### src/hw/rtl/yuv2bgr_pkg.sv
// ----------------------------------------------------------------------------
// yuv2bgr_pkg
// Shared types and constants for the 4:2:0 YUV to BGR pixel-pair converter.
// ----------------------------------------------------------------------------
package yuv2bgr_pkg;

    // field and register widths
    localparam int SAMPLE_W = 8;
    localparam int WP_W     = 12;   // width_pairs register
    localparam int FR_W     = 13;   // frame_rows register
    localparam int ROW_W    = 12;   // row counter
    localparam int CFG_W    = 13;   // config data bus
    localparam int TERM_W   = 19;   // signed product terms
    localparam int SUM_W    = 20;   // signed channel accumulator

    // register indexes
    localparam logic CFG_WIDTH_PAIRS = 1'b0;
    localparam logic CFG_FRAME_ROWS  = 1'b1;

    localparam logic [WP_W-1:0] WP_RESET = WP_W'(960);
    localparam logic [FR_W-1:0] FR_RESET = FR_W'(1080);
    localparam logic [FR_W-1:0] ROWS_LIMIT = FR_W'(4096);

    // BT.601 studio range coefficients, 8 fractional bits
    localparam logic signed [TERM_W-1:0] C_Y   = TERM_W'(298);
    localparam logic signed [TERM_W-1:0] C_BU  = TERM_W'(516);
    localparam logic signed [TERM_W-1:0] C_GU  = TERM_W'(100);
    localparam logic signed [TERM_W-1:0] C_GV  = TERM_W'(208);
    localparam logic signed [TERM_W-1:0] C_RV  = TERM_W'(409);
    localparam logic signed [SUM_W-1:0]  ROUND = SUM_W'(128);
    localparam logic signed [9:0]        Y_OFS = 10'sd16;
    localparam logic signed [9:0]        C_OFS = 10'sd128;
    localparam logic [SAMPLE_W-1:0]      BYTE_MAX = 8'd255;

    // stage 1 -> stage 2: samples with the chroma already chosen
    typedef struct packed {
        logic [SAMPLE_W-1:0] luma_l;
        logic [SAMPLE_W-1:0] luma_r;
        logic [SAMPLE_W-1:0] cb;
        logic [SAMPLE_W-1:0] cr;
        logic                row_end;
        logic                frame_end;
    } t_pair;

    // stage 2 -> stage 3: scaled luma and chroma terms
    typedef struct packed {
        logic signed [TERM_W-1:0] y_l;
        logic signed [TERM_W-1:0] y_r;
        logic signed [TERM_W-1:0] t_b;
        logic signed [TERM_W-1:0] t_g;
        logic signed [TERM_W-1:0] t_r;
        logic                     row_end;
        logic                     frame_end;
    } t_terms;

    // result pair
    typedef struct packed {
        logic [SAMPLE_W-1:0] blue_l;
        logic [SAMPLE_W-1:0] green_l;
        logic [SAMPLE_W-1:0] red_l;
        logic [SAMPLE_W-1:0] blue_r;
        logic [SAMPLE_W-1:0] green_r;
        logic [SAMPLE_W-1:0] red_r;
        logic                row_end;
        logic                frame_end;
    } t_bgr;

endpackage

### src/hw/rtl/yuv2bgr_terms.sv
// ----------------------------------------------------------------------------
// yuv2bgr_terms
// Stage 2: constant multiplications of offset luma and chroma.
// ----------------------------------------------------------------------------
module yuv2bgr_terms (
    input  logic                   i_clk,
    input  logic                   i_rst_n,
    input  logic                   i_valid,
    output logic                   o_ready,
    input  yuv2bgr_pkg::t_pair     i_pair,
    output logic                   o_valid,
    input  logic                   i_ready,
    output yuv2bgr_pkg::t_terms    o_terms
);
    import yuv2bgr_pkg::*;

    logic                     r_valid;
    t_terms                   r_terms;
    t_terms                   n_terms;
    logic signed [9:0]        yd_l, yd_r, ud, vd;

    assign o_ready = !r_valid || i_ready;

    always_comb begin
        yd_l = signed'({2'b00, i_pair.luma_l}) - Y_OFS;
        yd_r = signed'({2'b00, i_pair.luma_r}) - Y_OFS;
        ud   = signed'({2'b00, i_pair.cb}) - C_OFS;
        vd   = signed'({2'b00, i_pair.cr}) - C_OFS;
        n_terms.y_l       = TERM_W'(yd_l) * C_Y;
        n_terms.y_r       = TERM_W'(yd_r) * C_Y;
        n_terms.t_b       = TERM_W'(ud) * C_BU;
        n_terms.t_g       = -(TERM_W'(ud) * C_GU) - (TERM_W'(vd) * C_GV);
        n_terms.t_r       = TERM_W'(vd) * C_RV;
        n_terms.row_end   = i_pair.row_end;
        n_terms.frame_end = i_pair.frame_end;
    end

    always_ff @(posedge i_clk) begin
        if (!i_rst_n) begin
            r_valid <= 1'b0;
        end else if (o_ready) begin
            r_valid <= i_valid;
        end
    end

    always_ff @(posedge i_clk) begin
        if (o_ready && i_valid) begin
            r_terms <= n_terms;
        end
    end

    assign o_valid = r_valid;
    assign o_terms = r_terms;

endmodule

### config.mk
export PLATFORM = sky130hd
export DESIGN_NAME = yuv2bgr_terms
export DESIGN_NICKNAME = d
export VERILOG_FILES = /design/src/hw/rtl/yuv2bgr_pkg.sv /design/src/hw/rtl/yuv2bgr_terms.sv
export SDC_FILE = /design/constraint.sdc
export NUM_CORES = 1
export LEC_CHECK = 0
export ABC_AREA = 1
export BUFFER_PORTS_ARGS = -buffer_cell sky130_fd_sc_hd__buf_2
export CAP_MARGIN = 25
export CORE_ASPECT_RATIO = 0.6
export CORE_UTILIZATION = 45
export DETAILED_ROUTE_END_ITERATION = 10
export PLACE_DENSITY = 0.69
export SLEW_MARGIN = 5
export SYNTH_ARGS = -nofsm -noshare
export SYNTH_HDL_FRONTEND = slang
export SYNTH_SLANG_ARGS = --single-unit
### constraint.sdc
create_clock -name i_clk -period 5 [get_ports i_clk]
set_input_delay 0 -clock i_clk [delete_from_list [all_inputs] [get_ports i_clk]]
set_output_delay 0 -clock i_clk [all_outputs]
set_load 0.03 [all_outputs]
==> summary.md <==
| Metric | Value |
|---|---|
| Status | finished, final reports clean |
| PortBufs | 130 |
| PnR worst setup slack | 0.558 ns |
| Design area | 0.0116 mm² |
| WL per Instance | 13.9 µm |
| Pwr per Cell Area | 453 mW/mm² |
| Ys async rst share | 0% |
| CP Max Fanout | 7 |
| Vias in the first global route | 7065 |
| WL final | 21.7 mm |
| Dpl cells | 1527 |
| Initial antenna violation count | 0 |
| CP bufs+invs | 3 |
| Fin Setup TNS | 0 ns |
| Largest net degree at the start of global routing | 59 |
| WP depth | 19 |
| Final setup vio count | 0 |
| CP Capture Type | flop |
| P_leak | 6.29 nW |
| Setup repair after global routing missed its margin | false |
| Via count | 7483 |
| Post-synthesis average cell area | 9.09 µm² |
| Die ar. | 0.0231 mm² |
| Ys Warns | 0 |
| Clock root buffer | clkbuf_16 |
| Die height | 118 µm |
| DP Wirelength | 18.1 mm |
| Worst hold path depth | 2 |
| Startpoint Class | input pin |
| GRT Total Usage | 19.7% |
| Arr. time, crit path | 4.56 ns |
| Fillers | 1995 |
| Max VDD drop | 0.244 mV |
| I/O pin cnt | 137 |
| Register bit total from synthesis | 91 |
| Data required, critical path | 5.12 ns |
| Period Utilization, post-route | 88.8% |
| Nets | 1594 |
| H-tree depth | 3 |
| Max stage delay cell, worst path | dlygate4sd3_1 |
| GR Util met3 | 3.95% |
| Global-route wire length before repair | 36.0 mm |
| Inserted Clock Buffers | 9 |
| Layout cell share with drive strength beyond 1 | 13.0% |
| P&R area growth vs syn | 14.8% |
| RD Place Congestion | 0.933 |
| Met2 Usage GRT | 25.5% |
| Die width | 195 µm |
| Cell variety after synth | 40 |
| CP Class | input pin to flop |
| Mapped Area | 0.0101 mm² |
| Largest stage delay, worst path | 0.54 ns |
| Remaining global-route overflow | 0 |
| Relative slew slack | 49.8% |
| Setup Skew | 0.00497 ns |
| Post-DRT Antenna Nets | 0 |
| Worst-path clk slew | 0.07 ns |
| TritonRoute pass-1 iters | 5 |
| Predominant post-synthesis flop cell | edfxtp_1 |
| Most used routing layer in global routing | met1 |
| Antenna Diode Count | 0 |
| Vias/cell | 4.79 |
| Slew Viols, Final | 0 |
| R2R depth | 2 |
| Layout Cells excl Fill | 1563 |
| Cells after Synth | 1112 |
| Max-cap violations | 0 |
| Initial drt markers | 404 |
| Clock tree sinks | 91 |
| Crit path cell chain | dlygate4sd3_1, buf_2, ha_1, fa_1, ha_1, ha_1, inv_1, fa_1, o21ai_1, nand4_1, nand3_1, nand2_1, ha_1, ha_1, nand2_1, nor4_1, nand2_1, nand3_1, nand2_1 |
| Worst-Skew Late Latency | 0.36 ns |
| Initial core utilization | 45.9% |
| EDFF count, synth | 90 |
| HP Class | input pin to flop |
| Post-Place Cell Area | 0.0111 mm² |
| Met1 Use GR | 32.7% |
| Fin. Hold Viols | 0 |
| DP Worst Slack | 0.845 ns |
| CP top delay family | adder cells |
| Fmax achieved | 225 MHz |
| Post-layout util | 52.7% |
| CP most frequent cell | ha_1 |
| # rows | 42 |
| Post-CTS Setup Inserts | 0 |
| Seq/Total Area, Yosys | 26.9% |
| CTS tree | built |
| Core Area | 0.0220 mm² |
| Min Tclk post-route | 4.44 ns |
| DRC | 0 |
| CTS Buffer Depth | 2 |
| Least-Margin Pin Slew | 0.753 ns |
==> kinds of logic (layout without fill, tap and decap cells) <==
group / count (synthesis) / count (layout) / synth area share [%]
other: 1 / 6 / 0.0371
flip-flops: 91 / 91 / 26.9
adder cells (fa/ha/maj): 284 / 284 / 38.8
AND/OR/NAND/NOR: 321 / 321 / 13.2
AO/OA/AOI/OAI: 99 / 99 / 5.77
buffers and inverters: 253 / 413 / 9.71
XOR/XNOR: 63 / 63 / 5.53
==> cells in the mapped netlist (2+ instances only) <==
cell type	instances	area, µm²
a21boi_0	4	30.0
a21o_1	4	30.0
a21oi_1	54	270
a31oi_1	4	25.0
buf_4	8	60.1
edfxtp_1	90	2700
fa_1	49	981
ha_1	235	2940
inv_1	242	908
nand2_1	206	773
nand2_2	2	12.5
nand3_1	46	230
nand3_2	2	20.0
nand3b_1	2	15.0
nand4_1	5	31.3
nor2_1	42	158
nor3_1	9	45.0
o21a_1	2	15.0
o21ai_0	13	65.1
o21ai_1	3	15.0
o21ai_2	6	52.6
o21bai_1	5	37.5
or2_1	2	12.5
xnor2_1	20	175
xor2_1	42	368
==> routing by layer <==
layer / vias up / share of wire, %
met2: 181 / 36
met3: 12 / 5.1
met5: - / 0
li1: 3917 / -
met4: 0 / 0.64
met1: 3373 / 58
==> cell type report <==
class / count / area [µm²] / share of cell area (%)
Clock buffer: 10 / 229 / 1.97
Clock inverter: 6 / 71.3 / 0.615
Inverter: 244 / 916 / 7.89
Tap cell: 286 / 358 / 3.08
Sequential cell: 91 / 2720 / 23.5
Timing Repair Buffer: 153 / 873 / 7.53
Multi-Input combinational cell: 773 / 6430 / 55.4
==> path summary, 6_finish.rpt <==
check              from          end  slack, ns
max          i_pair[11]  o_terms[38]       0.56
min           i_pair[5]   o_terms[5]       0.10
max reg2reg     o_valid  o_terms[57]       3.48
min reg2reg     o_valid  o_terms[29]       0.96
==> cells in the final DEF, fill, tap and decap left out, drive strengths merged, types with 5 or more instances in the layout <==
cell type and count:
inv 245, ha 235, nand2 208, buf 133
edfxtp 90, a21oi 55, fa 49, nand3 48
nor2 44, xor2 43, o21ai 22, xnor2 20
dlygate4sd3 20, clkbuf 10, nor3 9, conb 6
o21bai 6, nand4 5
==> worst register-to-register path: stages (launching register included) <==
cell and delay [ns]:
dfxtp_1 0.34, a21oi_4 0.15, buf_4 0.59
==> power breakdown <==
part	total [mW]	internal, mW	switching [mW]
Clock	0.712	0.393	0.320
Combinational	3.32	1.15	2.17
Sequential	1.23	1.18	0.0466
Total	5.26	2.72	2.53
==> sequential cells by signal, summed over array words and instances, names as in the netlist <==
name / flops
o_valid: 1
o_terms: 90
==> through the flow <==
step / hold slack [ns] / power, mW
floorplan: 0.0989 / 3.71
global placement: 0.182 / 4.47
detailed placement: 0.186 / 4.51
CTS: 0.0629 / 5.27
global route: 0.0906 / 5.76
finish: 0.101 / 5.26
==> timing repair <==
action / CTS / global route
endpoints found under the setup margin: 0 / 0
hold buffers: 20 / 0
endpoints found under the hold margin: 19 / 0
resized for setup: 0 / 0
Power figures use the tool's default switching activity.
