--- config.mk ---
export PLATFORM = sky130hd
export DESIGN_NAME = yuv2bgr_clamp
export DESIGN_NICKNAME = d
export VERILOG_FILES = /design/src/hw/rtl/yuv2bgr_pkg.sv /design/src/hw/rtl/yuv2bgr_clamp.sv
export SDC_FILE = /design/constraint.sdc
export NUM_CORES = 1
export LEC_CHECK = 0
export ABC_AREA = 1
export BUFFER_PORTS_ARGS = -buffer_cell sky130_fd_sc_hd__buf_2
export CAP_MARGIN = 15
export CORE_MARGIN = 2
export CORE_UTILIZATION = 64
export CTS_CLUSTER_DIAMETER = 80
export DETAILED_ROUTE_END_ITERATION = 7
export MAX_ROUTING_LAYER = met4
export PLACE_DENSITY = 0.89
export SLEW_MARGIN = 25
export SYNTH_ARGS = -nofsm -noshare
export SYNTH_HDL_FRONTEND = slang
export SYNTH_SLANG_ARGS = --single-unit
export TNS_END_PERCENT = 20
--- constraint.sdc ---
create_clock -name i_clk -period 6.5 [get_ports i_clk]
set_input_delay 0.325 -clock i_clk [delete_from_list [all_inputs] [get_ports i_clk]]
set_output_delay 0.325 -clock i_clk [all_outputs]
set_load 0.005 [all_outputs]
--- src/hw/rtl/yuv2bgr_pkg.sv ---
// ----------------------------------------------------------------------------
// yuv2bgr_pkg
// Shared types and constants for the 4:2:0 YUV to BGR pixel-pair converter.
// ----------------------------------------------------------------------------
package yuv2bgr_pkg;

    // field and register widths
    localparam int SAMPLE_W = 8;
    localparam int WP_W     = 12;   // width_pairs register
    localparam int FR_W     = 13;   // frame_rows register
    localparam int ROW_W    = 12;   // row counter
    localparam int CFG_W    = 13;   // config data bus
    localparam int TERM_W   = 19;   // signed product terms
    localparam int SUM_W    = 20;   // signed channel accumulator

    // register indexes
    localparam logic CFG_WIDTH_PAIRS = 1'b0;
    localparam logic CFG_FRAME_ROWS  = 1'b1;

    localparam logic [WP_W-1:0] WP_RESET = WP_W'(960);
    localparam logic [FR_W-1:0] FR_RESET = FR_W'(1080);
    localparam logic [FR_W-1:0] ROWS_LIMIT = FR_W'(4096);

    // BT.601 studio range coefficients, 8 fractional bits
    localparam logic signed [TERM_W-1:0] C_Y   = TERM_W'(298);
    localparam logic signed [TERM_W-1:0] C_BU  = TERM_W'(516);
    localparam logic signed [TERM_W-1:0] C_GU  = TERM_W'(100);
    localparam logic signed [TERM_W-1:0] C_GV  = TERM_W'(208);
    localparam logic signed [TERM_W-1:0] C_RV  = TERM_W'(409);
    localparam logic signed [SUM_W-1:0]  ROUND = SUM_W'(128);
    localparam logic signed [9:0]        Y_OFS = 10'sd16;
    localparam logic signed [9:0]        C_OFS = 10'sd128;
    localparam logic [SAMPLE_W-1:0]      BYTE_MAX = 8'd255;

    // stage 1 -> stage 2: samples with the chroma already chosen
    typedef struct packed {
        logic [SAMPLE_W-1:0] luma_l;
        logic [SAMPLE_W-1:0] luma_r;
        logic [SAMPLE_W-1:0] cb;
        logic [SAMPLE_W-1:0] cr;
        logic                row_end;
        logic                frame_end;
    } t_pair;

    // stage 2 -> stage 3: scaled luma and chroma terms
    typedef struct packed {
        logic signed [TERM_W-1:0] y_l;
        logic signed [TERM_W-1:0] y_r;
        logic signed [TERM_W-1:0] t_b;
        logic signed [TERM_W-1:0] t_g;
        logic signed [TERM_W-1:0] t_r;
        logic                     row_end;
        logic                     frame_end;
    } t_terms;

    // result pair
    typedef struct packed {
        logic [SAMPLE_W-1:0] blue_l;
        logic [SAMPLE_W-1:0] green_l;
        logic [SAMPLE_W-1:0] red_l;
        logic [SAMPLE_W-1:0] blue_r;
        logic [SAMPLE_W-1:0] green_r;
        logic [SAMPLE_W-1:0] red_r;
        logic                row_end;
        logic                frame_end;
    } t_bgr;

endpackage

--- src/hw/rtl/yuv2bgr_clamp.sv ---
// ----------------------------------------------------------------------------
// yuv2bgr_clamp
// Stage 3: sum, round, floor shift and clamp to a byte; output register.
// ----------------------------------------------------------------------------
module yuv2bgr_clamp (
    input  logic                   i_clk,
    input  logic                   i_rst_n,
    input  logic                   i_valid,
    output logic                   o_ready,
    input  yuv2bgr_pkg::t_terms    i_terms,
    output logic                   o_valid,
    input  logic                   i_ready,
    output yuv2bgr_pkg::t_bgr      o_bgr
);
    import yuv2bgr_pkg::*;

    logic   r_valid;
    t_bgr   r_bgr;
    t_bgr   n_bgr;

    function automatic logic [SAMPLE_W-1:0] chan(
        input logic signed [TERM_W-1:0] y,
        input logic signed [TERM_W-1:0] t
    );
        logic signed [SUM_W-1:0] s;
        logic signed [SUM_W-1:0] q;
        s = SUM_W'(y) + SUM_W'(t) + ROUND;
        q = s >>> 8;
        if (q < 0) begin
            chan = '0;
        end else if (q > SUM_W'(BYTE_MAX)) begin
            chan = BYTE_MAX;
        end else begin
            chan = q[SAMPLE_W-1:0];
        end
    endfunction

    assign o_ready = !r_valid || i_ready;

    always_comb begin
        n_bgr.blue_l    = chan(i_terms.y_l, i_terms.t_b);
        n_bgr.green_l   = chan(i_terms.y_l, i_terms.t_g);
        n_bgr.red_l     = chan(i_terms.y_l, i_terms.t_r);
        n_bgr.blue_r    = chan(i_terms.y_r, i_terms.t_b);
        n_bgr.green_r   = chan(i_terms.y_r, i_terms.t_g);
        n_bgr.red_r     = chan(i_terms.y_r, i_terms.t_r);
        n_bgr.row_end   = i_terms.row_end;
        n_bgr.frame_end = i_terms.frame_end;
    end

    always_ff @(posedge i_clk) begin
        if (!i_rst_n) begin
            r_valid <= 1'b0;
        end else if (o_ready) begin
            r_valid <= i_valid;
        end
    end

    always_ff @(posedge i_clk) begin
        if (o_ready && i_valid) begin
            r_bgr <= n_bgr;
        end
    end

    assign o_valid = r_valid;
    assign o_bgr   = r_bgr;

endmodule

==> summary.txt <==
Yosys
  • Syn Std Cell Area: 0.00898 mm^2
  • Combinational family with the most area after synthesis: adder cells
  • Asr flop ratio synth: 0%
  • Most frequent cells after synthesis: nand2_1, ha_1, a21oi_1, inv_1, nor2_1
  • Synth warnings: 0
  • Cells after Synth: between 1000 and 1500
  • Top-count cell post-synth: nand2_1
  • Yosys top cell by area: ha_1
  • Ranking of synthesized cells by area: ha_1, edfxtp_1, nand2_1
  • Post-Synth XOR/XNOR Area: under 10%
  • Post-synthesis compound-gate area fraction: 13.0%
  • Post-synth EDFFs: 50
  • Post-synth top flop: edfxtp_1
  • Seq/Total Area, Yosys: 16.9%
  • Distinct cells, synth: 33
  • Post-synth top area share: between 20 and 30%
  • Post-synthesis mux area share: 0%
  • Post-synthesis simple-gate area fraction: 29.2%
  • Adder-cell share of the synthesized area: 29.3%
  • Average size of a mapped cell: 7.16 um^2
  • Flops & latches, synth: 51
  • Syn_nets: 1565

Timing
  • TNS Setup: 0 ps
  • Max-Slew Margin vs Limit: between 50% and 60%
  • Post-route clock period utilization: around 37%
  • Worst slew pin tran: ~700 ps
  • Post-Route Skew: between 2 and 3 ps
  • Fmax: around 0.42 GHz
  • Final setup vio count: 0
  • Hold Fails Final Rpt: 0
  • Final WS setup: between 4000 and 5000 ps
  • RSZ-0062 raised after global routing: false
  • Slew Limit Fails: 0
  • Hold slack: around 190 ps
  • Post-route minimum period: 2380 ps

Critical path
  • Startpoint class of the critical path: input port
  • CP required: 6550 ps
  • Crit-path slowest cell: ha_1
  • R2R setup slack: around 5100 ps
  • Crit path DAT: ~2400 ps
  • Reg2reg path depth: 2
  • Critical path depth: 12
  • R2R Path Start: o_valid
  • Max FO, Critical Path: 8
  • CP Cell Sequence: buf_2, ha_1, ha_1, a21o_1, a21oi_1, nand3_2, nand2_1, nand3b_1, nand2_1, nand2_2, nor2_4, a21oi_1
  • Slowest Stage Delay on Critical Path: between 300 and 400 ps
  • Worst path buffer plus inverter count: 1
  • Crit end category: register
  • Crit path kind: input port to register
  • Crit path max-delay family: simple AND/OR/NAND/NOR gates
  • RR Endpoint: o_bgr[6]

Clock network
  • CTS Buf Count: 5
  • TritonCTS Sinks: between 50 and 60
  • Root Driver: clkbuf_16
  • H-tree levels: 2
  • CTS tree: done
  • Post-CTS sizing: 0
  • Clock buffer depth: 2
  • Cts hold-fix bufs: 0
  • Post-CTS setup buffers: 0
  • CTS clock-pin slew for the worst setup and hold paths: roughly 70 ps
  • Later-pin clock latency in the skew report: 310 ps

Min path
  • HP Class: input port to register
  • Worst Hold End: o_bgr[1]
  • Hold_sp: i_terms[1]
  • Hold path cells: 1

Placed design
  • Final HPWL DP: between 20000 and 25000 um
  • Routability cong.: between 1 and 1.5
  • I/O Buffers: roughly 150
  • Setup WS pre-CTS: 3890 ps
  • Cell area after placement: roughly 0.01 mm^2

Route
  • DR pass1 iterations: 6
  • Routed WL: between 20000 and 30000 um
  • Remaining DRCs: 0
  • Via-to-Cell Ratio: approximately 6
  • Final ANT Viol Nets: 0
  • DRT iter0 DRCs: ~810
  • Via count: 9335
  • Drt wl/cell: 16.4 um

Floorplanning
  • Die height: ~120 um
  • FP Rows: 43
  • Core footprint: about 0.014 mm^2
  • Initial core utilization: about two thirds
  • Die span in x: approximately 120 um
  • Ports: approximately 150
  • Total die area: between 0.01 and 0.015 mm^2

Finish
  • Final Instance Area: around 0.01 mm^2
  • Filler Cell Count: about 1200
  • Ratio of cells with drive above 1 in the final layout: 17.3%
  • Nets: between 1500 and 2000
  • Area grow syn2layout: 13.3%
  • Number of diodes: 0

Flow run
  • Max-Cap Viols: 0

GRT
  • Congestion Overflow GR: 0
  • Largest net degree at the start of global routing: 51
  • First-pass GRT wire length: around 40000 um
  • Antenna violations before repair: 0
  • Number of global-route vias before repair: about 8600
  • GRT Util Overall: around 36%

Power and ir drop
  • Pwr dens: around 170 mW/mm^2
  • Leak: 5.73 nW
  • Max IR drop VDD: 0.109 mV

Run status
  • Status: completed
==> power by group <==
group	switching (mW)	internal, mW
combinational	0.623	0.356
clock	0.132	0.221
sequential	0.00885	0.413
total	0.763	0.990
==> worst register-to-register path: cells and delay by family, from the launching register on <==
| kind | cells | cell delay, ps |
|---|---|---|
| flops | 1 | 340 |
| compound gates | 1 | 140 |
| buf+inv | 1 | 560 |
==> layer usage <==
layer / track usage, % / vias to the layer above / part of all wire (%)
met2: 56.8 / 433 / 45
met3: 6.78 / 101 / 9.5
met4: 19.1 / 0 / 5.7
met1: 42.9 / 4215 / 40
li1: - / 4586 / -
met5: - / - / 0
==> how the worst max path moves through the flow <==
stage | slack [ps] | endpoint | from
4_1_cts | 4180 | o_bgr[18] | i_terms[68]
3_5_place_dp | 3890 | o_bgr[18] | i_terms[69]
3_3_place_gp | 3930 | o_bgr[22] | i_terms[66]
6_report | 4120 | o_bgr[18] | i_terms[68]
5_1_grt | 3990 | o_bgr[18] | i_terms[69]
2_1_floorplan | 3220 | o_bgr[0] | i_valid
==> logic make-up (layout without fill, tap and decap cells) <==
family                   after synthesis  after routing
XOR/XNOR                              48             48
AND/OR/NAND/NOR                      562            562
AO/OA/AOI/OAI                        218            218
adder cells (fa/ha/maj)              210            210
buffers and inverters                165            326
flip-flops                            51             51
==> state kept, by name (all words and copies together) (netlist names) <==
signal   count
o_valid      1
o_bgr       50
==> area by class of cell <==
type | count | area (um^2) | area share, %
flip-flops and latches | 51 | 1520 | 15.0
repair buffers | 153 | 768 | 7.55
multi-input cells | 1038 | 6850 | 67.3
clock buffers | 6 | 129 | 1.27
well taps | 180 | 225 | 2.21
inverters | 165 | 622 | 6.11
clock inverters | 2 | 60.1 | 0.590
==> through the flow <==
step                      power, mW  utilization, %  std cells
final                          1.75            73.9       1595
after global routing           1.88            73.9       1595
after CTS                      1.74            73.9       1595
after detailed placement       1.38            72.5       1587
after global placement         1.35            72.5       1587
after floorplan                1.11               -       1254
==> cells in the final DEF (no fill, tap or decap), types with 29 or more instances in the layout <==
master and count:
nand2_1 329, a21oi_1 147, nand2_2 29, nor2_1 79, xor2_1 30, edfxtp_1 50
ha_1 210, o21ai_0 33, buf_2 152, inv_1 146, nand3_1 43
(Power assumes the default switching activity.)
